$ cat src/hdl/two_link_inverse_kinematics_macros.svh
// ----------------------------------------------------------------------------
// two_link_inverse_kinematics_macros
// assertion macros shared by the inverse kinematics modules
// ----------------------------------------------------------------------------
`ifndef TWO_LINK_INVERSE_KINEMATICS_MACROS_SVH
`define TWO_LINK_INVERSE_KINEMATICS_MACROS_SVH

// same-cycle implication, reset masked
`define TLIK_ASSERT_IMP(label, ante, cons) \
    label: assert property (@(posedge clk) disable iff (!rst_n) (ante) |-> (cons)) \
        else $error("tlik check failed");

// next-cycle implication, reset masked
`define TLIK_ASSERT_NXT(label, ante, cons) \
    label: assert property (@(posedge clk) disable iff (!rst_n) (ante) |=> (cons)) \
        else $error("tlik check failed");

`endif

$ cat src/hdl/tlik_pkg.sv
`timescale 1ns / 1ps
// ----------------------------------------------------------------------------
// tlik_pkg
// types, constants and tables of the two-link inverse kinematics pipeline
// ----------------------------------------------------------------------------
package tlik_pkg;

    localparam int CORDIC_ITERATIONS_DEF = 16;
    localparam int DIV_CELLS             = 30;
    localparam int SQA_CELLS             = 31;
    localparam int SQB_CELLS             = 24;
    localparam int TOP_STAGES            = 9;

    localparam int LINK_W  = 15;
    localparam int COORD_W = 16;
    localparam int ANGLE_W = 16;
    localparam int CFG_IDX_W = 2;

    localparam logic [CFG_IDX_W-1:0] CFG_FIRST_LINK  = 2'd0;
    localparam logic [CFG_IDX_W-1:0] CFG_SECOND_LINK = 2'd1;

    localparam logic [LINK_W-1:0] FIRST_LINK_RST  = 15'd1280;
    localparam logic [LINK_W-1:0] SECOND_LINK_RST = 15'd1024;

    localparam logic signed [25:0] Z_90 = 26'sd5898240;

    typedef struct packed {
        logic signed [35:0] x;
        logic signed [35:0] y;
        logic signed [25:0] z;
    } vec_t;

    typedef struct packed {
        logic        unr;
        logic        neg;
        logic        full;
        logic [31:0] r2;
        logic [30:0] den;
        logic [30:0] cmag;
        logic [30:0] s;
        logic [22:0] bs;
        logic [63:0] wv;
        logic [35:0] wr;
        logic [31:0] wq;
        vec_t [2:0]  vec;
    } item_t;

    // atan(2^-i) in 2^-16 degree
    function automatic logic [21:0] atan_entry(input int idx);
        logic [21:0] v;
        case (idx)
            0:  v = 22'd2949120;
            1:  v = 22'd1740967;
            2:  v = 22'd919879;
            3:  v = 22'd466945;
            4:  v = 22'd234379;
            5:  v = 22'd117304;
            6:  v = 22'd58666;
            7:  v = 22'd29335;
            8:  v = 22'd14668;
            9:  v = 22'd7334;
            10: v = 22'd3667;
            11: v = 22'd1833;
            12: v = 22'd917;
            13: v = 22'd458;
            14: v = 22'd229;
            15: v = 22'd115;
            16: v = 22'd57;
            17: v = 22'd29;
            18: v = 22'd14;
            19: v = 22'd7;
            20: v = 22'd4;
            21: v = 22'd2;
            22: v = 22'd1;
            default: v = 22'd0;
        endcase
        return v;
    endfunction

    // quarter turn into the right half plane
    function automatic vec_t prerot(input vec_t v);
        vec_t r;
        r = v;
        r.z = '0;
        if (v.x < 0)
        begin
            if (v.y >= 0)
            begin
                r.x = v.y;
                r.y = -v.x;
                r.z = Z_90;
            end
            else
            begin
                r.x = -v.y;
                r.y = v.x;
                r.z = -Z_90;
            end
        end
        return r;
    endfunction

endpackage

$ cat src/hdl/tlik_div_cell.sv
`timescale 1ns / 1ps
// ----------------------------------------------------------------------------
// tlik_div_cell
// one restoring division step of the elbow cosine quotient
// ----------------------------------------------------------------------------
`include "two_link_inverse_kinematics_macros.svh"
module tlik_div_cell
(
    input  logic            clk,
    input  logic            rst_n,
    input  logic            in_valid,
    output logic            in_ready,
    input  tlik_pkg::item_t in_item,
    output logic            out_valid,
    input  logic            out_ready,
    output tlik_pkg::item_t out_item
);

    logic            valid_reg;
    tlik_pkg::item_t item_reg;
    tlik_pkg::item_t item_next;
    logic [35:0]     rem2;
    logic [35:0]     dext;

    assign in_ready  = !valid_reg || out_ready;
    assign out_valid = valid_reg;
    assign out_item  = item_reg;

    always_comb
    begin
        item_next = in_item;
        rem2 = {in_item.wr[34:0], 1'b0};
        dext = {5'b0, in_item.den};
        if (rem2 >= dext)
        begin
            item_next.wr = rem2 - dext;
            item_next.wq = {in_item.wq[30:0], 1'b1};
        end
        else
        begin
            item_next.wr = rem2;
            item_next.wq = {in_item.wq[30:0], 1'b0};
        end
    end

    always_ff @(posedge clk or negedge rst_n)
    begin
        if (!rst_n)
            valid_reg <= 1'b0;
        else if (in_ready)
            valid_reg <= in_valid;
    end

    always_ff @(posedge clk)
    begin
        if (in_ready && in_valid)
            item_reg <= item_next;
    end

    `TLIK_ASSERT_IMP(a_div_rem_below_den, valid_reg && !item_reg.unr,
        item_reg.wr < {5'b0, item_reg.den})

endmodule

$ cat config.mk
export PLATFORM = sky130hd
export DESIGN_NAME = tlik_div_cell
export DESIGN_NICKNAME = d
export VERILOG_FILES = /design/src/hdl/tlik_pkg.sv /design/src/hdl/tlik_div_cell.sv
export VERILOG_INCLUDE_DIRS = /design/src /design/src/hdl
export SDC_FILE = /design/constraint.sdc
export NUM_CORES = 1
export LEC_CHECK = 0
export BUFFER_PORTS_ARGS = -buffer_cell sky130_fd_sc_hd__clkbuf_2
export CORE_AREA = 2 2 454 456
export CTS_BUF_LIST = sky130_fd_sc_hd__clkbuf_8
export CTS_CLUSTER_DIAMETER = 120
export DETAILED_ROUTE_END_ITERATION = 10
export DIE_AREA = 0 0 456 458
export PLACE_DENSITY_LB_ADDON = 0.08
export SYNTH_ARGS = -nofsm -noshare
export SYNTH_HDL_FRONTEND = slang
export SYNTH_SLANG_ARGS = --single-unit
$ cat constraint.sdc
create_clock -name clk -period 19.7 [get_ports clk]
set_input_delay 1.97 -clock clk [delete_from_list [all_inputs] [get_ports clk]]
set_output_delay 1.97 -clock clk [all_outputs]
set_load 0.01 [all_outputs]
==> results.json <==
{
  "holdBufCountCts": 0,
  "setup_tns_ns": 0,
  "switchingPower_uw": 828,
  "synth_area_sq_um": 19600,
  "ys_top_cells_by_area": "edfxtp_1, ha_1, a21oi_1, xnor2_1, inv_1",
  "fp.dieW_um": 456,
  "totalWireLength_um": 113000,
  "fp.coreArea_sq_um": 204000,
  "p_per_area_nw_per_um2": 98.0,
  "fmaxAchievable_ghz": 0.183,
  "p_leak_uw": 0.0128,
  "start_util_pct": 9.64,
  "clock_skew_ns": 0.0380,
  "drt_iter0_drc": 694,
  "post_cts_buffers": 0,
  "peakVddDrop_uv": 79.4,
  "swShare_pct": 27.1,
  "synthArstFlopShare_pct": 0.173,
  "synth_largest_area_cell": "edfxtp_1",
  "io_pins": 1160,
  "internal_power_uw": 2230,
  "relSlewSlack_pct": 30.4,
  "ys.flop_type": "edfxtp_1",
  "clock_sinks": 578,
  "yosysSeqAreaShare_pct": 88.4,
  "syn2layout_area_growth_pct": 58.7,
  "placed_cells": 4771,
  "grt_max_degree": 136,
  "finish.instance_area_sq_um": 31100,
  "wl_per_cell_um": 22.6,
  "fin_crit_ns": 5.46,
  "finalNetCount": 2818,
  "critPathLaunchType": "primary input",
  "die_y_um": 458,
  "pwr-share-seq_pct": 48.2,
  "clk_latency_ns": 0.83,
  "synth.most_common_cell": "edfxtp_1",
  "dpl_cell_area_sq_um": 28800,
  "dr.pass1.iters": 5,
  "viasPerCell": 2.85,
  "path_class": "in2reg",
  "cts-htree-levels": 3,
  "fin_crit_sh_pct": 27.7,
  "outcome": "finished, final reports clean",
  "ys_seq_elements": 578,
  "synth-edff-count": 577,
  "tightest_slew_ns": 1.04,
  "cts_root_buffer": "clkbuf_8",
  "cp.required_ns": 20.15,
  "grt_antenna_before_repair": 60,
  "setup_viol": 0,
  "drive_gt1_share_pct": 58.5,
  "post-route-drc-count": 0,
  "tritoncts": "built",
  "port_buffers": 1157,
  "antenna_left": 0,
  "gp_congestion": 0.811,
  "design.die.area_sq_um": 209000,
  "first_global_vias": 15300,
  "vias": 14300,
  "p_clk_share_pct": 41.5,
  "hold_path_class": "reg2reg",
  "hold_ws_ns": 0.595,
  "synth_commonest_cells": "edfxtp_1, a21oi_1, inv_1",
  "hold_viol": 0,
  "maxCapViolations": 0,
  "overflow": 0,
  "grt_pass1_wl_um": 146000,
  "synth_area_per_cell_sq_um": 21.2,
  "syn_inst": 925,
  "cts_max_path_buffers": 3,
  "clk_pin_slew_worst_paths_ns": 0.06,
  "power_frac_comb_pct": 10.3,
  "cts_buffers": 120,
  "synth.distinct_cells": 50,
  "rows": 166,
  "dpl.hpwl_um": 92600,
  "fin_total_pwr_uw": 3050,
  "grt_use_total_pct": 10.4,
  "cts-resized-gates": 0,
  "cp_max_fo": 135,
  "synth_top_area_share_pct": 88.3,
  "finalMaxSlewViolations": 0,
  "arrival_ns": 5.91,
  "yosysWarningCount": 0,
  "syn_nets": 1538,
  "rsz0062_at_grt": "no",
  "stdcell_count": 4998,
  "cp-end-kind": "flop"
}
## layout by cell type, fill, tap and decap left out, types with 5 or more instances in the layout
master / synthesis / layout
diode_2: 0 / 6
a21oi_1: 56 / 56
inv_1: 36 / 80
clkinv_2: 0 / 21
nand3_1: 9 / 9
nand2_1: 29 / 29
o21ai_0: 18 / 18
clkbuf_2: 0 / 1157
clkbuf_8: 0 / 120
bufinv_16: 0 / 7
and2_1: 6 / 5
buf_4: 0 / 8
nor2_1: 34 / 34
nand4_1: 7 / 7
a31oi_1: 5 / 5
a21o_1: 13 / 13
and3_1: 6 / 6
mux2_2: 11 / 11
edfxtp_1: 577 / 577
xor2_1: 13 / 13
ha_1: 31 / 31
xnor2_1: 18 / 18
clkinv_1: 0 / 21
## cell families (layout without fill, tap and decap cells)
| logic type | Yosys count | in the layout | share of synthesized area, % |
|---|---|---|---|
| adders and majority gates | 32 | 32 | 2.08 |
| buffers and inverters | 44 | 1423 | 0.860 |
| DFF | 578 | 578 | 88.4 |
| AOI/OAI and AO/OA | 121 | 121 | 3.95 |
| and+or+nand+nor | 107 | 107 | 2.64 |
| xor gates and xnor gates | 31 | 31 | 1.38 |
| muxes | 12 | 12 | 0.707 |
| other | 0 | 6 | 0 |
## power groups by stage
stage / Combinational (uW) / Sequential, uW / Clock, uW
floorplan: 83.8 / 1570 / 0
global placement: 332 / 1500 / 0
detailed placement: 329 / 1490 / 0
CTS: 331 / 1470 / 1360
global route: 345 / 1480 / 1400
finish: 315 / 1470 / 1270
## path summary, 6_finish.rpt
| path | slack (ns) | to | start | cells after the start |
|---|---|---|---|---|
| min in group asynchronous | 0.90 | out_valid | rst_n | 1 |
| min reg2reg | 0.59 | out_valid | out_valid | 2 |
| min | 0.59 | out_valid | out_valid | 2 |
| max | 14.24 | out_item[169] | out_ready | 7 |
| max reg2reg | 15.09 | out_item[169] | out_valid | 6 |
| max in group asynchronous | 18.72 | out_valid | rst_n | 1 |
## worst max-delay path, cell delays in order
cell      delay (ns)
clkbuf_2        0.07
nand2b_1        0.15
and2_4          0.46
buf_12          0.51
buf_4           0.71
buf_4           0.81
buf_4           0.84
## flip-flops by register name, summed over array words and instances, names as in the netlist
signal     count
out_item     577
out_valid      1
## routing by layer
metal | vias up | GRT usage (%) | share of wire [%]
li1 | 6238 | - | -
met1 | 7055 | 10.1 | 34
met2 | 697 | 20.0 | 55
met3 | 260 | 3.95 | 7.8
met4 | 18 | 3.14 | 3.1
met5 | - | 0 | 0.10
## per-stage QoR
step                      util, %  worst slack [ns]
after global placement       14.2             13.24
final                        15.3             14.24
after CTS                    15.3             14.14
after detailed placement     14.2             13.10
after floorplan                 -              3.45
after global routing         15.3             13.90
## layout make-up
cell class                 instances  area [sq um]
antenna                            6          15.0
clock buffer                     120          1650
clock inverter                   101           648
fill                           22800        173000
inverter                          36           135
multi-input combinational        303          2110
sequential                       578         17400
tap                             2688          3360
timing repair buffer            1166          5870
Power figures use the tool's default switching activity.
