--- src/hdl/two_link_inverse_kinematics_macros.svh ---
// ----------------------------------------------------------------------------
// two_link_inverse_kinematics_macros
// assertion macros shared by the inverse kinematics modules
// ----------------------------------------------------------------------------
`ifndef TWO_LINK_INVERSE_KINEMATICS_MACROS_SVH
`define TWO_LINK_INVERSE_KINEMATICS_MACROS_SVH

// same-cycle implication, reset masked
`define TLIK_ASSERT_IMP(label, ante, cons) \
    label: assert property (@(posedge clk) disable iff (!rst_n) (ante) |-> (cons)) \
        else $error("tlik check failed");

// next-cycle implication, reset masked
`define TLIK_ASSERT_NXT(label, ante, cons) \
    label: assert property (@(posedge clk) disable iff (!rst_n) (ante) |=> (cons)) \
        else $error("tlik check failed");

`endif

--- src/hdl/tlik_pkg.sv ---
`timescale 1ns / 1ps
// ----------------------------------------------------------------------------
// tlik_pkg
// types, constants and tables of the two-link inverse kinematics pipeline
// ----------------------------------------------------------------------------
package tlik_pkg;

    localparam int CORDIC_ITERATIONS_DEF = 16;
    localparam int DIV_CELLS             = 30;
    localparam int SQA_CELLS             = 31;
    localparam int SQB_CELLS             = 24;
    localparam int TOP_STAGES            = 9;

    localparam int LINK_W  = 15;
    localparam int COORD_W = 16;
    localparam int ANGLE_W = 16;
    localparam int CFG_IDX_W = 2;

    localparam logic [CFG_IDX_W-1:0] CFG_FIRST_LINK  = 2'd0;
    localparam logic [CFG_IDX_W-1:0] CFG_SECOND_LINK = 2'd1;

    localparam logic [LINK_W-1:0] FIRST_LINK_RST  = 15'd1280;
    localparam logic [LINK_W-1:0] SECOND_LINK_RST = 15'd1024;

    localparam logic signed [25:0] Z_90 = 26'sd5898240;

    typedef struct packed {
        logic signed [35:0] x;
        logic signed [35:0] y;
        logic signed [25:0] z;
    } vec_t;

    typedef struct packed {
        logic        unr;
        logic        neg;
        logic        full;
        logic [31:0] r2;
        logic [30:0] den;
        logic [30:0] cmag;
        logic [30:0] s;
        logic [22:0] bs;
        logic [63:0] wv;
        logic [35:0] wr;
        logic [31:0] wq;
        vec_t [2:0]  vec;
    } item_t;

    // atan(2^-i) in 2^-16 degree
    function automatic logic [21:0] atan_entry(input int idx);
        logic [21:0] v;
        case (idx)
            0:  v = 22'd2949120;
            1:  v = 22'd1740967;
            2:  v = 22'd919879;
            3:  v = 22'd466945;
            4:  v = 22'd234379;
            5:  v = 22'd117304;
            6:  v = 22'd58666;
            7:  v = 22'd29335;
            8:  v = 22'd14668;
            9:  v = 22'd7334;
            10: v = 22'd3667;
            11: v = 22'd1833;
            12: v = 22'd917;
            13: v = 22'd458;
            14: v = 22'd229;
            15: v = 22'd115;
            16: v = 22'd57;
            17: v = 22'd29;
            18: v = 22'd14;
            19: v = 22'd7;
            20: v = 22'd4;
            21: v = 22'd2;
            22: v = 22'd1;
            default: v = 22'd0;
        endcase
        return v;
    endfunction

    // quarter turn into the right half plane
    function automatic vec_t prerot(input vec_t v);
        vec_t r;
        r = v;
        r.z = '0;
        if (v.x < 0)
        begin
            if (v.y >= 0)
            begin
                r.x = v.y;
                r.y = -v.x;
                r.z = Z_90;
            end
            else
            begin
                r.x = -v.y;
                r.y = v.x;
                r.z = -Z_90;
            end
        end
        return r;
    endfunction

endpackage

--- src/hdl/tlik_cordic_cell.sv ---
`timescale 1ns / 1ps
// ----------------------------------------------------------------------------
// tlik_cordic_cell
// one vectoring micro-rotation for the three angle vectors
// ----------------------------------------------------------------------------
module tlik_cordic_cell
#(
    parameter int ITER = 0
)
(
    input  logic            clk,
    input  logic            rst_n,
    input  logic            in_valid,
    output logic            in_ready,
    input  tlik_pkg::item_t in_item,
    output logic            out_valid,
    input  logic            out_ready,
    output tlik_pkg::item_t out_item
);

    localparam logic signed [25:0] ANGLE = $signed({4'b0, tlik_pkg::atan_entry(ITER)});

    logic            valid_reg;
    tlik_pkg::item_t item_reg;
    tlik_pkg::item_t item_next;

    assign in_ready  = !valid_reg || out_ready;
    assign out_valid = valid_reg;
    assign out_item  = item_reg;

    always_comb
    begin
        item_next = in_item;
        for (int k = 0; k < 3; k++)
        begin
            if (!in_item.vec[k].y[35])
            begin
                item_next.vec[k].x = in_item.vec[k].x + (in_item.vec[k].y >>> ITER);
                item_next.vec[k].y = in_item.vec[k].y - (in_item.vec[k].x >>> ITER);
                item_next.vec[k].z = in_item.vec[k].z + ANGLE;
            end
            else
            begin
                item_next.vec[k].x = in_item.vec[k].x - (in_item.vec[k].y >>> ITER);
                item_next.vec[k].y = in_item.vec[k].y + (in_item.vec[k].x >>> ITER);
                item_next.vec[k].z = in_item.vec[k].z - ANGLE;
            end
        end
    end

    always_ff @(posedge clk or negedge rst_n)
    begin
        if (!rst_n)
            valid_reg <= 1'b0;
        else if (in_ready)
            valid_reg <= in_valid;
    end

    always_ff @(posedge clk)
    begin
        if (in_ready && in_valid)
            item_reg <= item_next;
    end

endmodule
--- config.mk ---
export PLATFORM = sky130hd
export DESIGN_NAME = tlik_cordic_cell
export DESIGN_NICKNAME = d
export VERILOG_FILES = /design/src/hdl/two_link_inverse_kinematics_macros.svh /design/src/hdl/tlik_pkg.sv /design/src/hdl/tlik_cordic_cell.sv
export SDC_FILE = /design/constraint.sdc
export NUM_CORES = 1
export LEC_CHECK = 0
export ABC_AREA = 1
export BUFFER_PORTS_ARGS = -buffer_cell sky130_fd_sc_hd__buf_2
export CORE_AREA = 8 8 452 454
export DETAILED_ROUTE_END_ITERATION = 7
export DIE_AREA = 0 0 460 462
export PLACE_DENSITY = 0.48
export SLEW_MARGIN = 25
export SYNTH_ARGS = -nofsm -noshare
export SYNTH_HDL_FRONTEND = slang
export SYNTH_SLANG_ARGS = --single-unit
--- constraint.sdc ---
create_clock -name clk -period 55.6 [get_ports clk]
set_clock_uncertainty 0.2 [all_clocks]
set_input_delay 5.56 -clock clk [delete_from_list [all_inputs] [get_ports clk]]
set_output_delay 5.56 -clock clk [all_outputs]
set_load 0.03 [all_outputs]
==> results.toml, run 1 <==
[status]
status = "complete, no violations"

[place]
dp_hpwl_mm = 211.6
pre_cts_ws_ps = 43500
place_area_mm2 = 0.04996
place.gp.congestion = 0.9898
io_buffers = 1159

[synthesis]
ys_ff_latch = 575
synth_top_family_by_area = "simple AND/OR/NAND/NOR gates"
synth_ff_type = "edfxtp_1"
synth_edf_count = 574
synth.area.mux_share_pct = 0.04824
ys_warn_count = 0
synthAdderAreaFrac_pct = 11.16
yosys.area_share.simple_pct = 25.17
synthDistinctLibCells = 49
async_reset_ff_share_pct = 0.1739
syn-num-nets = 6258
postSynthCellCount = 5314
netlist_area_mm2 = 0.04150
synth_xor_area_share_pct = 2.511
synth_compound_area_share_pct = 10.79
syn_area_per_cell_um2 = 7.810
synth_seq_area_share_pct = 41.59

[power_and_ir_drop]
power.share.clock_pct = 35.3
p_sw_share_pct = 37.76
p_int_uw = 958.3
finalPower_uw = 1540
vdd_drop_max_mv = 0.02362
p_leak_uw = 0.02513
power_frac_seq_pct = 34.9
p_sw_uw = 581.4
power_density_mw_per_mm2 = 29.14
p_comb_share_pct = 29.8

[clocking]
root_buffer = "clkbuf_16"
clkTransAtPathRegs_ps = 60
htree_levels = 3
cts_hold_buf = 0
cts.sinks = 575
max-clock-path-buffers = 3
clkLatencyLatePin_ps = 700
cts_tree = "done"
cts-resized-gates = 0
numCtsBuffers = 78
postCtsSetupRepairBufs = 0

[critical_path]
required_ps = 49840
crit_path_start_kind = "input port"
crit_type = "input port to primary output"
endpoint_kind = "primary output"
critPathMaxFanout = 2
rrSetupSlack_ps = 51560
worstPathArrival_ps = 6310

[detailed_routing]
avgRoutedWirePerCell_um = 26.61
first_pass_iters = 6
vias = 42079
wl_met3_mm = 17.41
dr_wl_met2_mm = 117.7
drt_iter0_drc = 3892
route.detailed.drc = 0
vias_per_cell = 4.586
wl_met1_mm = 96.16
top_layer_used = "met5"
ant_nets = 0
routed_wl_mm = 244.2

[floorplan]
core_mm2 = 0.1966
ios = 1160
die_h_um = 462
die_x_um = 460
die-area_mm2 = 0.2125
initial_core_util_pct = 21.11
rows = 163

[sta]
holdWs_ps = 693.4
finalSetupTns_ps = 0
tightest_slew_ps = 914.5
fin_ws_ps = 43530
rsz0062_at_grt = "false"
hold_violations = 0
period_minus_slack_ps = 12070
finalSetupViolCount = 0
period_share_pct = 21.72
slew_viol_final = 0
fmax_mhz = 82.82
slew_headroom_pct = 39.03

[hold_path]
hold_class = "flop to flop"

[grt]
grt_use_total_pct = 21.60
grt_pass1_wl_mm = 323.2
overflow = 0
first_global_vias = 40248
grt_max_degree = 142
antenna_found_initial = 125

[finish]
finalInstanceArea_mm2 = 0.05285
area_delta_synth_final_pct = 27.34
finalNetCount = 7373
drive_above_1_share_pct = 21.10

[flow_run]
maxCapViolations = 0
layout by cell type (no fill, tap or decap), types with 31 or more instances in the layout:
master,instances
a21o_1,31
a21oi_1,392
buf_2,1159
clkbuf_16,78
diode_2,43
edfxtp_1,574
ha_1,351
inv_1,733
nand2_1,1454
nand3_1,464
nor2_1,475
nor3_1,53
o21ai_0,257
o21bai_1,35
xor2_1,103
critical path, stage by stage:
cell     delay [ps]
buf_2           100
inv_1           180
nand2_1         190
buf_2           270
power by group through the flow:
stage,sequential (uW),combinational [uW],clock (uW)
finish,538,459,543
global route,540,493,580
CTS,539,457,568
detailed placement,547,455,0
global placement,547,455,0
floorplan,631,209,0
logic make-up after synthesis:
group,count (synthesis)
AOI/OAI and AO/OA,829
xor gates and xnor gates,119
adders and majority gates,363
buffers and inverters,891
DFF,575
muxes,2
and+or+nand+nor,2535
routing by layer:
layer  vias to the layer above  GRT usage [%]
met5                         -              0
met4                        52          9.492
met3                       389          5.031
met2                      1906          37.63
met1                     19991          25.32
li1                      19741              -
final timing paths:
path | cells past startpoint | startpoint | end
worst max register to register | 4 | out_valid | out_item[282]
min in group asynchronous | 1 | rst_n | out_valid
worst max-delay path | 4 | out_ready | in_ready
max in group asynchronous | 1 | rst_n | out_valid
worst min-delay path | 2 | out_valid | out_valid
worst min register to register | 2 | out_valid | out_valid
synth_stat cells, types with 35 or more instances:
| cell | count | area (um^2) |
|---|---|---|
| nand2_1 | 1454 | 5458 |
| inv_1 | 735 | 2759 |
| edfxtp_1 | 574 | 17240 |
| nor2_1 | 475 | 1783 |
| nand3_1 | 464 | 2322 |
| a21oi_1 | 393 | 1967 |
| ha_1 | 351 | 4392 |
| o21ai_0 | 260 | 1301 |
| xor2_1 | 103 | 902.1 |
| nor3_1 | 53 | 265.3 |
| buf_2 | 49 | 245.2 |
| buf_4 | 48 | 360.4 |
| o21bai_1 | 35 | 262.8 |
layout make-up:
| class | count | area, um^2 |
|---|---|---|
| Clock buffer | 89 | 1993 |
| Tap cell | 2640 | 3303 |
| Fill cell | 21801 | 143800 |
| Sequential cell | 575 | 17260 |
| Multi-Input combinational cell | 3848 | 20630 |
| Clock inverter | 55 | 762.0 |
| Inverter | 747 | 2805 |
| Antenna cell | 43 | 107.6 |
| Timing Repair Buffer | 1179 | 5983 |
state kept, by name, indices dropped and copies added (netlist names):
register and cells:
out_item 574, out_valid 1
per-stage QoR:
step,util [%],std cells
CTS,26.81,9132
floorplan,-,5314
detailed placement,25.41,8988
global placement,25.41,8988
global route,26.85,9154
finish,26.88,9176
Note: power is estimated with default switching activity, not from simulation.
==> run 2: changes to the inputs <==
Settings changed: ABC_AREA 1 to 0, CORE_AREA 8 8 452 454 to 8 8 445 447, DIE_AREA 0 0 460 462 to 0 0 453 455.
Clock period 55.6 ns to 9.8 ns, I/O delays scaled along.
==> results.toml, run 2 <==
[synthesis]
ys_warn_count = 0
synth_top_cell_area_share_pct = 46.92
synth_edf_count = 574
syn_area_per_cell_um2 = 10.42
async_reset_ff_share_pct = 0.1739
synth_seq_area_share_pct = 46.99
netlist_area_mm2 = 0.03673
synth_ff_type = "edfxtp_1"
ys_ff_latch = 575
syn-num-nets = 4470
postSynthCellCount = 3526
yosys.area.top_type = "edfxtp_1"
synthTopCellsByCount = "edfxtp_1, a21oi_1, ha_1"
synthDistinctLibCells = 97
synth.area.top_cells = "edfxtp_1, ha_1, a21oi_1, xnor2_1, inv_1"
yosysMostFrequentCell = "edfxtp_1"

[grt]
global_route.usage.met3_pct = 4.840
grt_util_met1_pct = 24.23
antenna_found_initial = 175
top_usage_layer = "met2"
grt_use_total_pct = 20.12
grt_use_met2_pct = 34.33
grt_max_degree = 137
overflow = 0
first_global_vias = 32870
grt_pass1_wl_mm = 288.7

[sta]
holdWs_ps = 231.0
finalSetupViolCount = 0
tightest_slew_ps = 994.1
period_share_pct = 46.16
rsz0062_at_grt = "false"
period_minus_slack_ps = 4523
finalSetupTns_ps = 0
slew_viol_final = 0
fmax_mhz = 221.1
slew_headroom_pct = 33.73
hold_violations = 0

[detailed_routing]
ant_nets = 0
vias = 33905
first_pass_iters = 6
avgRoutedWirePerCell_um = 30.32
routed_wl_mm = 220.3
route.detailed.drc = 0
drt_iter0_drc = 2899
vias_per_cell = 4.666

[power_and_ir_drop]
vdd_drop_max_mv = 0.1272
p_int_uw = 5399
p_sw_share_pct = 36.25
p_sw_uw = 3071
p_comb_share_pct = 27.7
power.share.clock_pct = 35.6
power_density_mw_per_mm2 = 176.4
p_leak_uw = 0.02062
power_frac_seq_pct = 36.7

[finish]
final_cell_mix = "buf_2, edfxtp_1, a21oi_1, ha_1, inv_1"
instances_no_fill = 7267
largest_reg_flops = 574
drive_above_1_share_pct = 28.54
mostFrequentLayoutCell = "buf_2"
finalNetCount = 5587
area_delta_synth_final_pct = 30.71

[clocking]
clkTransAtPathRegs_ps = 70
cts_tree = "done"
clkLatencyLatePin_ps = 710
cts-resized-gates = 0
cts.sinks = 575
postCtsSetupRepairBufs = 0
cts_hold_buf = 1
max-clock-path-buffers = 3
root_buffer = "clkbuf_16"
numCtsBuffers = 80
htree_levels = 3

[critical_path]
worstPathArrival_ps = 4780
crit_chain = "buf_2 -> inv_1 -> ha_1 -> fa_1 -> nand2b_1 -> a211oi_1 -> o21ai_1 -> o221ai_1 -> a21oi_1 -> a2111oi_0 -> nor2_1 -> o31ai_1 -> o211ai_1 -> xnor2_1"
crit_type = "input port to flop"
endpoint = "out_item[58]"
rr_endpoint = "out_item[40]"
crit_path_start_kind = "input port"
rrSetupSlack_ps = 6430
required_ps = 10060
reg2regPathDepth = 4
r2r-start = "out_valid"
endpoint_kind = "flop"
max_stage_delay_ps = 750
critPathLaunch = "in_item[26]"
cp_slowest_cell = "a2111oi_0"
critPathMaxFanout = 3

[floorplan]
core_mm2 = 0.1912
ios = 1160
die_x_um = 453
die-area_mm2 = 0.2061
initial_core_util_pct = 19.21
die_h_um = 455
rows = 161

[place]
dp_hpwl_mm = 186.8
place.gp.congestion = 1.015
io_buffers = 1159
placed_cells = 7086

[status]
status = "complete, no violations"

[hold_path]
hold_class = "input port to flop"

[flow_run]
maxCapViolations = 0
run 2: cell types whose count changed after synthesis, sizes merged, moves of 65 or more:
cell | before | now
nor2 | 489 | 270
xnor2 | 16 | 192
nand3 | 468 | 41
xor2 | 103 | 38
nand2 | 1460 | 133
o21ai | 288 | 209
a21o | 31 | 97
inv | 747 | 344
run 2: layer usage:
layer / part of all wire, % / vias up / routed length [um]
met5: 0.036 / - / 80
met4: 5.5 / 12 / 12010
met3: 7.4 / 492 / 16320
met2: 47 / 1738 / 104200
met1: 40 / 16626 / 87700
li1: - / 15037 / -
run 2: worst min path at each step:
stage,start,end,slack [ps],cells past startpoint
final,in_item[104],out_item[104],230,1
after global routing,in_item[454],out_item[454],160,1
after CTS,in_item[454],out_item[454],120,1
after detailed placement,out_valid,out_valid,550,2
after global placement,out_valid,out_valid,540,2
after floorplan,rst_n,out_valid,480,0
run 2: layout make-up:
cell class              instances  area [um^2]
clock buffers                  91         2043
flip-flops and latches        575        17260
fillers                     20653       143200
multi-input cells            2459        17580
repair buffers               1177         5976
diodes                         32        80.08
inverters                     350         1314
clock inverters                57        600.6
well taps                    2526         3161
run 2: worst max-delay path, delay by kind of cell:
kind | cells | cell delay [ps]
and+or+nand+nor | 2 | 440
buffers and inverters | 2 | 150
adders and majority gates | 2 | 680
AOI/OAI and AO/OA | 7 | 2360
xor gates and xnor gates | 1 | 160
run 2: cells by family (layout without fill, tap and decap cells):
logic type | count (synthesis) | in the layout | share of synthesized area (%)
buffers and inverters | 492 | 1675 | 5.164
muxes | 58 | 58 | 1.584
adders and majority gates | 363 | 363 | 12.61
xor gates and xnor gates | 230 | 230 | 5.484
and+or+nand+nor | 733 | 733 | 9.629
AOI/OAI and AO/OA | 1075 | 1075 | 18.54
other | 0 | 32 | 0
DFF | 575 | 575 | 46.99
run 2: power by group through the flow:
stage | clock [uW] | sequential [uW] | combinational, uW
6_report | 3010 | 3110 | 2350
5_1_grt | 3210 | 3120 | 2500
4_1_cts | 3160 | 3110 | 2350
3_5_place_dp | 0 | 3160 | 2340
3_3_place_gp | 0 | 3160 | 2350
2_1_floorplan | 0 | 3530 | 1030
run 2: metrics by stage:
step	setup WS, ps	cell area, um^2	total power, uW	utilization (%)
after detailed placement	4621	45280	5497	23.69
after global placement	4747	45280	5509	23.69
final	5277	48010	8470	25.12
after global routing	5249	47970	8833	25.09
after floorplan	746.5	36730	4567	-
after CTS	5435	47930	8624	25.07
