===== config.mk =====
export PLATFORM = sky130hd
export DESIGN_NAME = tlik_sqrt_cell
export DESIGN_NICKNAME = d
export VERILOG_FILES = /design/src/hdl/tlik_pkg.sv /design/src/hdl/tlik_sqrt_cell.sv
export VERILOG_INCLUDE_DIRS = /design/src /design/src/hdl
export SDC_FILE = /design/constraint.sdc
export NUM_CORES = 1
export LEC_CHECK = 0
export BUFFER_PORTS_ARGS = -buffer_cell sky130_fd_sc_hd__buf_2
export CORE_AREA = 2 2 451 453
export CTS_BUF_LIST = sky130_fd_sc_hd__clkbuf_8
export DETAILED_ROUTE_END_ITERATION = 10
export DIE_AREA = 0 0 453 455
export PLACE_DENSITY_LB_ADDON = 0.2
export SLEW_MARGIN = 10
export SYNTH_ARGS = -nofsm -noshare
export SYNTH_HDL_FRONTEND = slang
export SYNTH_SLANG_ARGS = --single-unit

===== constraint.sdc =====
create_clock -name clk -period 40.5 [get_ports clk]
set_clock_uncertainty 0.05 [all_clocks]
set_input_delay 4.05 -clock clk [delete_from_list [all_inputs] [get_ports clk]]
set_output_delay 4.05 -clock clk [all_outputs]
set_load 0.05 [all_outputs]

===== src/hdl/two_link_inverse_kinematics_macros.svh =====
// ----------------------------------------------------------------------------
// two_link_inverse_kinematics_macros
// assertion macros shared by the inverse kinematics modules
// ----------------------------------------------------------------------------
`ifndef TWO_LINK_INVERSE_KINEMATICS_MACROS_SVH
`define TWO_LINK_INVERSE_KINEMATICS_MACROS_SVH

// same-cycle implication, reset masked
`define TLIK_ASSERT_IMP(label, ante, cons) \
    label: assert property (@(posedge clk) disable iff (!rst_n) (ante) |-> (cons)) \
        else $error("tlik check failed");

// next-cycle implication, reset masked
`define TLIK_ASSERT_NXT(label, ante, cons) \
    label: assert property (@(posedge clk) disable iff (!rst_n) (ante) |=> (cons)) \
        else $error("tlik check failed");

`endif


===== src/hdl/tlik_pkg.sv =====
`timescale 1ns / 1ps
// ----------------------------------------------------------------------------
// tlik_pkg
// types, constants and tables of the two-link inverse kinematics pipeline
// ----------------------------------------------------------------------------
package tlik_pkg;

    localparam int CORDIC_ITERATIONS_DEF = 16;
    localparam int DIV_CELLS             = 30;
    localparam int SQA_CELLS             = 31;
    localparam int SQB_CELLS             = 24;
    localparam int TOP_STAGES            = 9;

    localparam int LINK_W  = 15;
    localparam int COORD_W = 16;
    localparam int ANGLE_W = 16;
    localparam int CFG_IDX_W = 2;

    localparam logic [CFG_IDX_W-1:0] CFG_FIRST_LINK  = 2'd0;
    localparam logic [CFG_IDX_W-1:0] CFG_SECOND_LINK = 2'd1;

    localparam logic [LINK_W-1:0] FIRST_LINK_RST  = 15'd1280;
    localparam logic [LINK_W-1:0] SECOND_LINK_RST = 15'd1024;

    localparam logic signed [25:0] Z_90 = 26'sd5898240;

    typedef struct packed {
        logic signed [35:0] x;
        logic signed [35:0] y;
        logic signed [25:0] z;
    } vec_t;

    typedef struct packed {
        logic        unr;
        logic        neg;
        logic        full;
        logic [31:0] r2;
        logic [30:0] den;
        logic [30:0] cmag;
        logic [30:0] s;
        logic [22:0] bs;
        logic [63:0] wv;
        logic [35:0] wr;
        logic [31:0] wq;
        vec_t [2:0]  vec;
    } item_t;

    // atan(2^-i) in 2^-16 degree
    function automatic logic [21:0] atan_entry(input int idx);
        logic [21:0] v;
        case (idx)
            0:  v = 22'd2949120;
            1:  v = 22'd1740967;
            2:  v = 22'd919879;
            3:  v = 22'd466945;
            4:  v = 22'd234379;
            5:  v = 22'd117304;
            6:  v = 22'd58666;
            7:  v = 22'd29335;
            8:  v = 22'd14668;
            9:  v = 22'd7334;
            10: v = 22'd3667;
            11: v = 22'd1833;
            12: v = 22'd917;
            13: v = 22'd458;
            14: v = 22'd229;
            15: v = 22'd115;
            16: v = 22'd57;
            17: v = 22'd29;
            18: v = 22'd14;
            19: v = 22'd7;
            20: v = 22'd4;
            21: v = 22'd2;
            22: v = 22'd1;
            default: v = 22'd0;
        endcase
        return v;
    endfunction

    // quarter turn into the right half plane
    function automatic vec_t prerot(input vec_t v);
        vec_t r;
        r = v;
        r.z = '0;
        if (v.x < 0)
        begin
            if (v.y >= 0)
            begin
                r.x = v.y;
                r.y = -v.x;
                r.z = Z_90;
            end
            else
            begin
                r.x = -v.y;
                r.y = v.x;
                r.z = -Z_90;
            end
        end
        return r;
    endfunction

endpackage


===== src/hdl/tlik_sqrt_cell.sv =====
`timescale 1ns / 1ps
// ----------------------------------------------------------------------------
// tlik_sqrt_cell
// one digit of a bit-pair integer square root
// ----------------------------------------------------------------------------
`include "two_link_inverse_kinematics_macros.svh"
module tlik_sqrt_cell
(
    input  logic            clk,
    input  logic            rst_n,
    input  logic            in_valid,
    output logic            in_ready,
    input  tlik_pkg::item_t in_item,
    output logic            out_valid,
    input  logic            out_ready,
    output tlik_pkg::item_t out_item
);

    logic            valid_reg;
    tlik_pkg::item_t item_reg;
    tlik_pkg::item_t item_next;
    logic [35:0]     rn;
    logic [35:0]     trial;

    assign in_ready  = !valid_reg || out_ready;
    assign out_valid = valid_reg;
    assign out_item  = item_reg;

    always_comb
    begin
        item_next = in_item;
        rn    = {in_item.wr[33:0], in_item.wv[63:62]};
        trial = {2'b0, in_item.wq, 2'b01};
        item_next.wv = {in_item.wv[61:0], 2'b00};
        if (rn >= trial)
        begin
            item_next.wr = rn - trial;
            item_next.wq = {in_item.wq[30:0], 1'b1};
        end
        else
        begin
            item_next.wr = rn;
            item_next.wq = {in_item.wq[30:0], 1'b0};
        end
    end

    always_ff @(posedge clk or negedge rst_n)
    begin
        if (!rst_n)
            valid_reg <= 1'b0;
        else if (in_ready)
            valid_reg <= in_valid;
    end

    always_ff @(posedge clk)
    begin
        if (in_ready && in_valid)
            item_reg <= item_next;
    end

    `TLIK_ASSERT_IMP(a_sqrt_rem_bound, valid_reg,
        item_reg.wr <= {3'b0, item_reg.wq, 1'b0})

endmodule


==> PnR_summary.wiki, run 1 <==
{| class="wikitable"
! Metric !! Value
|-
| Area of the core || 0.201 mm²
|-
| Clock tree from TritonCTS || done
|-
| WHS Path Cells || 2
|-
| Max-slew violations || 0
|-
| Tightest Hold Check Type || flip-flop to flip-flop
|-
| Terminus of the critical flop-to-flop path || out_item[539]$_DFFE_PP_
|-
| Initial standard-cell utilization of the core || 0.0986
|-
| Number of antenna violations at the first check in global routing || around 100
|-
| Largest net degree at the start of global routing || 75
|-
| Run status || finished clean
|-
| Via count || 14600
|-
| Total negative slack || 0 ps
|-
| VDD IR max || 0.0000234 V
|-
| Library cell used as clock root buffer || clkbuf_8
|-
| First-pass GRT wire length || between 100000 and 150000 µm
|-
| Signed area change from the synthesized netlist to the final layout || 57.7%
|-
| Fin nets || 2856
|-
| WS Path Type || primary input to primary output
|-
| Violation count after the first detailed-routing iteration || 819
|-
| Startpoint types || primary input
|-
| Total global-route track usage || 0.112
|-
| Routed len/inst || 24.4 µm
|-
| Post-route core utilization || 0.156
|-
| Standby leakage power || 12.5 nW
|-
| Number of flops mapped to enable cells by yosys || 575
|-
| Number of placement rows || 165
|-
| Arrival time worst endpoint || slightly below 5000 ps
|-
| Hold WS || 996 ps
|-
| Crit Reg-Reg Startpoint || out_valid$_DFFE_PN0N_
|-
| Buffers inserted by post-CTS timing repair || 0
|-
| Die H || 455 µm
|-
| Average size of a mapped cell || ~20 µm²
|-
| Share of the yosys chip area belonging to registers || 0.871
|-
| Drt via density || 2.90
|-
| R2R Setup Slk || approximately 36000 ps
|-
| Least-Margin Pin Slew || 1020 ps
|-
| Fraction of registers with async set/reset || 0.00174
|-
| Die extent in x || between 400 and 500 µm
|-
| Number of standard cells after synthesis || 980
|-
| Slew margin rel. || 0.322
|-
| FF-to-FF path depth || 5
|-
| Clock tree sinks || 576
|-
| Netlist area before placement || 0.0199 mm²
|-
| Clock transition at the register clock pins on the worst setup and hold paths after CTS || 50 ps
|-
| Die Area || between 0.2 and 0.25 mm²
|-
| Total power divided by cell area || 51.4 mW/mm²
|-
| Min-delay src || out_valid$_DFFE_PN0N_
|-
| Sort of element at the end of the critical path || primary output
|-
| Hold Fails Final Rpt || 0
|-
| Number of CTS-inserted buffers || 115
|-
| Antenna Nets Post-Route || 0
|-
| Layout cells sized above 1 || 0.570
|-
| Clock period minus worst slack || 8910 ps
|-
| Hold buffers post-CTS || 0
|-
| Crit path required time || 36400 ps
|-
| Fmax || 112 MHz
|-
| Final number of setup-violating endpoints || 0
|-
| Latest clock arrival within the worst-skew pair || 830 ps
|-
| Number of iterations in the first detailed-routing pass || 4
|-
| Gp weighted congestion || between 0.9 and 1
|-
| Share of the clock period used by the worst path after layout || 0.220
|-
| Hold worst-path end || out_valid$_DFFE_PN0N_
|-
| Number of library cell types mapped by synthesis || 57
|-
| Count of warnings emitted by yosys || 0
|-
| Primary flip-flop cell chosen by synthesis mapping || edfxtp_1
|-
| Via count of the first global-routing pass || 14500
|-
| Final Routed Wirelength || 122000 µm
|-
| # H-tree levels || 3
|-
| Quantity of gates resized following cts || 0
|-
| Max Root-Sink Buffers || 3
|-
| DRC violation count after routing || 0
|-
| Overflow after GRT || 0
|-
| Highest fanout seen on the critical path || 3
|-
| Number of buffer cells added on primary ports || 1155
|-
| Top-level port count || 1160
|-
| Max-cap violations || 0
|-
| Placed wire-length estimate || 103000 µm
|-
| Flip-flop and latch count after synthesis || 576
|-
| Unrepaired setup endpoints after global routing || false
|}
## cell type report
| class | count | area, µm² |
|---|---|---|
| fill | 22500 | 170000 |
| sequential | 576 | 17300 |
| multi-input combinational | 342 | 2300 |
| antenna | 9 | 22.5 |
| inverter | 38 | 143 |
| tap | 2672 | 3340 |
| clock inverter | 97 | 744 |
| timing repair buffer | 1168 | 5880 |
| clock buffer | 116 | 1600 |
## cell families (layout without fill, tap and decap cells)
family,Yosys count,count (layout),synth area share
AOI/OAI and AO/OA,138,138,0.0443
xor gates and xnor gates,32,32,0.0141
adders and majority gates,34,34,0.0214
buffers and inverters,63,1419,0.0137
DFF,576,576,0.871
muxes,3,3,0.00170
other,1,11,0.000189
and+or+nand+nor,133,133,0.0335
## power breakdown
group	total (mW)	internal, mW	switching [mW]
sequential	0.712	0.701	0.0108
combinational	0.269	0.0588	0.210
clock	0.629	0.329	0.300
total	1.61	1.09	0.521
## per-stage QoR
step           cell area (µm²)  instances  setup slack [ps]  power (mW)
4_1_cts                  31300       5009             31610        1.66
3_5_place_dp             29000       4796             31610       0.999
2_1_floorplan            19900        981             21930       0.907
3_3_place_gp             29000       4796             31620        1.00
6_report                 31300       5018             31590        1.61
5_1_grt                  31300       5014             31590        1.69
## flip-flops by register name, summed over array words and instances, names as in the netlist
signal     flops
out_valid      1
out_item     575
## synth_stat cells, drive strengths merged, types with 4 or more instances
master	count	share of area
a211oi	4	0.0015
a21o	9	0.0034
a21oi	36	0.0091
buf	19	0.0054
clkbuf	6	0.0012
edfxtp	575	0.87
ha	34	0.021
inv	38	0.0072
nand2	61	0.012
nand2b	9	0.0028
nand3	8	0.0020
nand4	11	0.0042
nor2	16	0.0030
nor2b	6	0.0019
nor3	7	0.0018
o211ai	5	0.0019
o21ai	52	0.013
o21bai	5	0.0019
xnor2	18	0.0079
xor2	14	0.0062
## worst max-delay path, stage by stage
cell and delay [ps]:
buf_2 70, nand2b_1 330, buf_2 350
## how the worst max path moves through the flow
stage / from / to / slack (ps)
2_1_floorplan: out_ready / out_item[0]$_DFFE_PP_ / 21930
3_3_place_gp: out_ready / in_ready / 31620
3_5_place_dp: out_ready / in_ready / 31610
4_1_cts: out_ready / in_ready / 31610
5_1_grt: out_ready / in_ready / 31590
6_report: out_ready / in_ready / 31590
## routing by layer
layer  vias up  wire length, µm  GRT usage
met3       305             9550     0.0414
li1       6370                -          -
met5         -               77          0
met1      7149            46100      0.125
met4        12             4120     0.0323
met2       741            62600      0.199
## placed cells by master, fill, tap and decap left out, drive strengths merged, types with 6 or more instances in the layout
| cell type | count |
|---|---|
| nor2b | 6 |
| a21o | 9 |
| ha | 34 |
| clkbuf | 116 |
| nand4 | 11 |
| diode | 9 |
| nand3 | 8 |
| nor2 | 16 |
| xnor2 | 18 |
| edfxtp | 575 |
| clkinv | 50 |
| bufinv | 9 |
| buf | 1168 |
| inv | 70 |
| a21oi | 36 |
| o21ai | 52 |
| xor2 | 14 |
| clkinvlp | 6 |
| nand2b | 9 |
| nand2 | 61 |
| nor3 | 7 |
Power figures use the tool's default switching activity.
==> run 2, diff against run 1 <==
ABC_AREA = 1   (was not set)
CORE_AREA = 2 2 447 449   (was 2 2 451 453)
DIE_AREA = 0 0 449 451   (was 0 0 453 455)
clock period = 8.4 ns   (was 40.5 ns; I/O delays follow)
==> run 2 against run 1 <==
Against the previous run: via count up 19%; power rose to 4.9 times the previous value; wire length up 1.2%; synthesized cell count up 30%; die area down 1.8%; count of clock-buffer cells in the layout down 1; area after synthesis up 3.8%; worst setup slack worse by 27000 ps; global-route usage up 0.52 points; sequential share of layout area down 7.8 points; sequential power rose to 4.8 times the previous value; clock power rose to 4.8 times the previous value.
==> PnR_summary.wiki, run 2 <==
{| class="wikitable"
! Metric !! Value
|-
| Fin nets || 3601 (was 2856)
|-
| Via count of the first global-routing pass || 18000 (was 14500)
|-
| Most frequent cells in the layout || buf_2 (1155), edfxtp_1 (575), dlygate4sd3_1 (440), nand2_1 (322), inv_1 (161) (was buf_2 (1155), edfxtp_1 (575), clkbuf_8 (116), inv_1 (65), nand2_1 (60))
|-
| Internal power of the cells || 5.37 mW (was 1.09 mW)
|-
| Initial standard-cell utilization of the core || 0.104 (was 0.0986)
|-
| WS Path Type || primary input to flip-flop (was primary input to primary output)
|-
| Cell type contributing the most total cell area after synthesis || edfxtp_1 (unchanged)
|-
| Number of flops mapped to enable cells by yosys || 575 (unchanged)
|-
| # H-tree levels || 3 (unchanged)
|-
| Number of CTS-inserted buffers || 115 (unchanged)
|-
| Slowest stage cell, crit path || dlygate4sd3_1 (was buf_2)
|-
| Drt via density || 3.03 (was 2.90)
|-
| Max-cap violations || 0 (unchanged)
|-
| First-pass GRT wire length || 160000 µm (was 150000 µm)
|-
| Average size of a mapped cell || 16.2 µm² (was 20.3 µm²)
|-
| Die Area || 0.202 mm² (was 0.206 mm²)
|-
| Most frequent cells after synthesis || edfxtp_1 (575), nand2_1 (322), inv_1 (137), nor2_1 (60), nand3_1 (35) (was edfxtp_1 (575), nand2_1 (61), inv_1 (37), a21oi_1 (36), ha_1 (34))
|-
| Number of buffer cells added on primary ports || 1155 (unchanged)
|-
| Max-slew violations || 0 (unchanged)
|-
| Routed len/inst || 21.6 µm (was 24.4 µm)
|-
| Category of cells accounting for the largest share of critical-path delay || simple AND/OR/NAND/NOR gates (was buffers and inverters)
|-
| Flip-flop count of the largest register after layout || 575 (unchanged)
|-
| Switching power share of the total || 0.322 (was 0.323)
|-
| Standby leakage power || 15.4 nW (was 12.5 nW)
|-
| Violation count after the first detailed-routing iteration || 926 (was 819)
|-
| Max Root-Sink Buffers || 3 (unchanged)
|-
| Signed area change from the synthesized netlist to the final layout || 77.1% (was 57.7%)
|-
| Library cell used as clock root buffer || clkbuf_8 (unchanged)
|-
| Placed wire-length estimate || 102000 µm (was 103000 µm)
|-
| Number of placement rows || 164 (was 165)
|-
| Via count || 17400 (was 14600)
|-
| CP peak stage delay || 540 ps (was 350 ps)
|-
| DRC violation count after routing || 0 (unchanged)
|-
| Fmax || 299 MHz
|-
| Leading post-synthesis cells by cell area || edfxtp_1 (84%), nand2_1 (5.9%), inv_1 (2.5%), ha_1 (2.1%), nor2_1 (1.1%) (was edfxtp_1 (87%), ha_1 (2.1%), nand2_1 (1.2%), a21oi_1 (0.91%), xnor2_1 (0.79%))
|-
| Count of warnings emitted by yosys || 0 (unchanged)
|-
| Number of antenna violations at the first check in global routing || 75 (was 98)
|-
| Share of Yosys cell area claimed by the top area cell type || 0.838 (was 0.870)
|-
| Slew margin rel. || 0.279 (was 0.322)
|-
| Share of the yosys chip area belonging to registers || 0.839 (was 0.871)
|-
| Number of standard cells after synthesis || 1274 (was 980)
|-
| Die extent in x || 449 µm (was 453 µm)
|-
| Clock period minus worst slack || 3350 ps
|-
| Tightest Hold Check Type || primary input to flip-flop (was flip-flop to flip-flop)
|-
| Crit path required time || 8930 ps (was 36400 ps)
|-
| Unrepaired setup endpoints after global routing || false (unchanged)
|-
| Overflow after GRT || 0 (unchanged)
|-
| VDD IR max || 0.000100 V (was 0.0000234 V)
|-
| Power consumption || 7.92 mW (was 1.61 mW)
|-
| Hold WS || 137 ps (was 996 ps)
|-
| Clock power share || 0.380 (was 0.391)
|-
| Quantity of gates resized following cts || 0 (unchanged)
|-
| Count of buffering cells on the critical path with inverters included || 4 (was 2)
|-
| Area of the core || 0.198 mm² (was 0.201 mm²)
|-
| Latest clock arrival within the worst-skew pair || 860 ps (was 830 ps)
|-
| Share of the clock period used by the worst path after layout || 0.399
|-
| Least-Margin Pin Slew || 1080 ps (was 1020 ps)
|-
| Clock tree from TritonCTS || done (unchanged)
|-
| Largest net degree at the start of global routing || 153 (was 75)
|-
| Startpoint types || primary input (unchanged)
|-
| Count leader, synth || edfxtp_1 (unchanged)
|-
| Pre-CTS worst setup slack || 4560 ps (was 31610 ps)
|-
| Die H || 451 µm (was 455 µm)
|-
| Gp weighted congestion || 0.864 (was 0.935)
|-
| Final Routed Wirelength || 124000 µm (was 122000 µm)
|-
| Fillcell total || 22000 (was 22500)
|-
| Total global-route track usage || 0.117 (was 0.112)
|-
| Final setup slack of the worst path || 5050 ps (was 31590 ps)
|-
| Number of iterations in the first detailed-routing pass || 5 (was 4)
|-
| Layout cells sized above 1 || 0.434 (was 0.570)
|-
| Sort of element at the end of the critical path || flip-flop (was primary output)
|-
| Most Frequent Cell on Critical Path || nand2_1 (was buf_2)
|-
| Clock transition at the register clock pins on the worst setup and hold paths after CTS || 60 ps (was 50 ps)
|-
| Antenna Nets Post-Route || 0 (unchanged)
|-
| Part of the power in combinational logic || 0.188 (was 0.167)
|-
| Fraction of registers with async set/reset || 0.00174 (unchanged)
|-
| Highest fanout seen on the critical path || 37 (was 3)
|-
| Sequential group share of total power || 0.432 (was 0.442)
|-
| Primary flip-flop cell chosen by synthesis mapping || edfxtp_1 (unchanged)
|-
| Number of library cell types mapped by synthesis || 30 (was 57)
|-
| Critical-path cell list || dlygate4sd3_1 -> buf_2 -> inv_1 -> ha_1 -> nand2_2 -> nor2_4 -> nand2_1 -> nor3_1 -> nand3_1 -> nand2_1 -> nor2_2 -> nand2_8 -> inv_6 -> nand2_1 -> nand2_1 (was buf_2 -> nand2b_1 -> buf_2)
|-
| Netlist area before placement || 0.0206 mm² (was 0.0199 mm²)
|-
| Run status || finished clean (unchanged)
|-
| Arrival time worst endpoint || 3880 ps (was 4810 ps)
|-
| Commonest non-fill, non-tap cell in the layout || buf_2 (unchanged)
|-
| Clock tree sinks || 576 (unchanged)
|-
| Flip-flop and latch count after synthesis || 576 (unchanged)
|-
| Total power divided by cell area || 217 mW/mm² (was 51.4 mW/mm²)
|-
| Top-level port count || 1160 (unchanged)
|-
| Hold Fails Final Rpt || 0 (unchanged)
|-
| Final number of setup-violating endpoints || 0 (unchanged)
|-
| Total net switching power || 2.55 mW (was 0.521 mW)
|}
[run 2: cell types whose count changed after synthesis, sizes merged, moves of 8 or more]
cell,change
inv,+100
nor2,+49
nand2,+268
nand2b,-9
nand3,+29
nand4,-8
nand3b,+12
a21o,-8
o21ai,-46
buf,-11
xnor2,-17
[run 2: power by group through the flow]
stage | Sequential (mW) | Combinational, mW | Clock, mW
2_1_floorplan | 4.10 | 0.237 | 0
3_3_place_gp | 3.48 | 1.34 | 0
3_5_place_dp | 3.48 | 1.34 | 0
4_1_cts | 3.43 | 1.53 | 3.19
5_1_grt | 3.44 | 1.58 | 3.30
6_report | 3.42 | 1.49 | 3.01
[run 2: cells by family (layout without fill, tap and decap cells)]
family | Yosys count | count (layout) | share of synthesized area
DFF | 576 | 576 | 0.839
and+or+nand+nor | 455 | 455 | 0.0917
buffers and inverters | 146 | 1954 | 0.0292
AOI/OAI and AO/OA | 44 | 44 | 0.0119
adders and majority gates | 34 | 34 | 0.0206
xor gates and xnor gates | 18 | 18 | 0.00765
other | 1 | 7 | 0.000182
[run 2: cell type report]
type	count	area, µm²	area share
clock inverters	99	748	0.0205
well taps	2656	3320	0.0910
diodes	5	12.5	0.000343
multi-input cells	553	2740	0.0750
repair buffers	1602	10300	0.281
inverters	138	531	0.0145
flip-flops and latches	576	17300	0.474
clock buffers	115	1580	0.0434
[run 2: through the flow]
stage	TNS [ps]	instance area [µm²]	std cells	utilization
after global routing	0	36500	5741	0.184
after detailed placement	0	29800	5085	0.150
after floorplan	-1348110	20600	1275	-
after global placement	0	29800	5085	0.150
final	0	36500	5744	0.184
after CTS	0	36500	5739	0.184
[run 2: worst paths after layout]
check                      depth (start not counted)             startpoint                      end  slack, ps
hold reg to reg                                    2  out_valid$_DFFE_PN0N_    out_valid$_DFFE_PN0N_        520
hold / removal                                     1           in_item[220]  out_item[220]$_DFFE_PP_        140
setup reg to reg                                   3  out_valid$_DFFE_PN0N_  out_item[489]$_DFFE_PP_       5720
setup / recovery                                  15           in_item[307]  out_item[328]$_DFFE_PP_       5050
min in group asynchronous                          2                  rst_n    out_valid$_DFFE_PN0N_        270
max in group asynchronous                          2                  rst_n    out_valid$_DFFE_PN0N_       7920
[run 2: worst reg2reg max path, delay by kind of cell (launching register included)]
kind            cells  cell delay, ps
flops               1             430
compound gates      1             160
buf+inv             2            1250
[run 2: what timing repair did]
| item | CTS | global route |
|---|---|---|
| buffers inserted | 0 | 0 |
| endpoints found under the hold margin | 440 | 0 |
| hold buffers | 440 | 0 |
[run 2: layer usage]
metal	up-vias	wire [µm]	global-route usage	part of all wire
met3	264	9260	0.0400	0.075
met5	-	80	0	0.00065
met1	8383	44800	0.122	0.36
met2	788	65800	0.219	0.53
li1	7949	-	-	-
met4	14	4010	0.0400	0.032
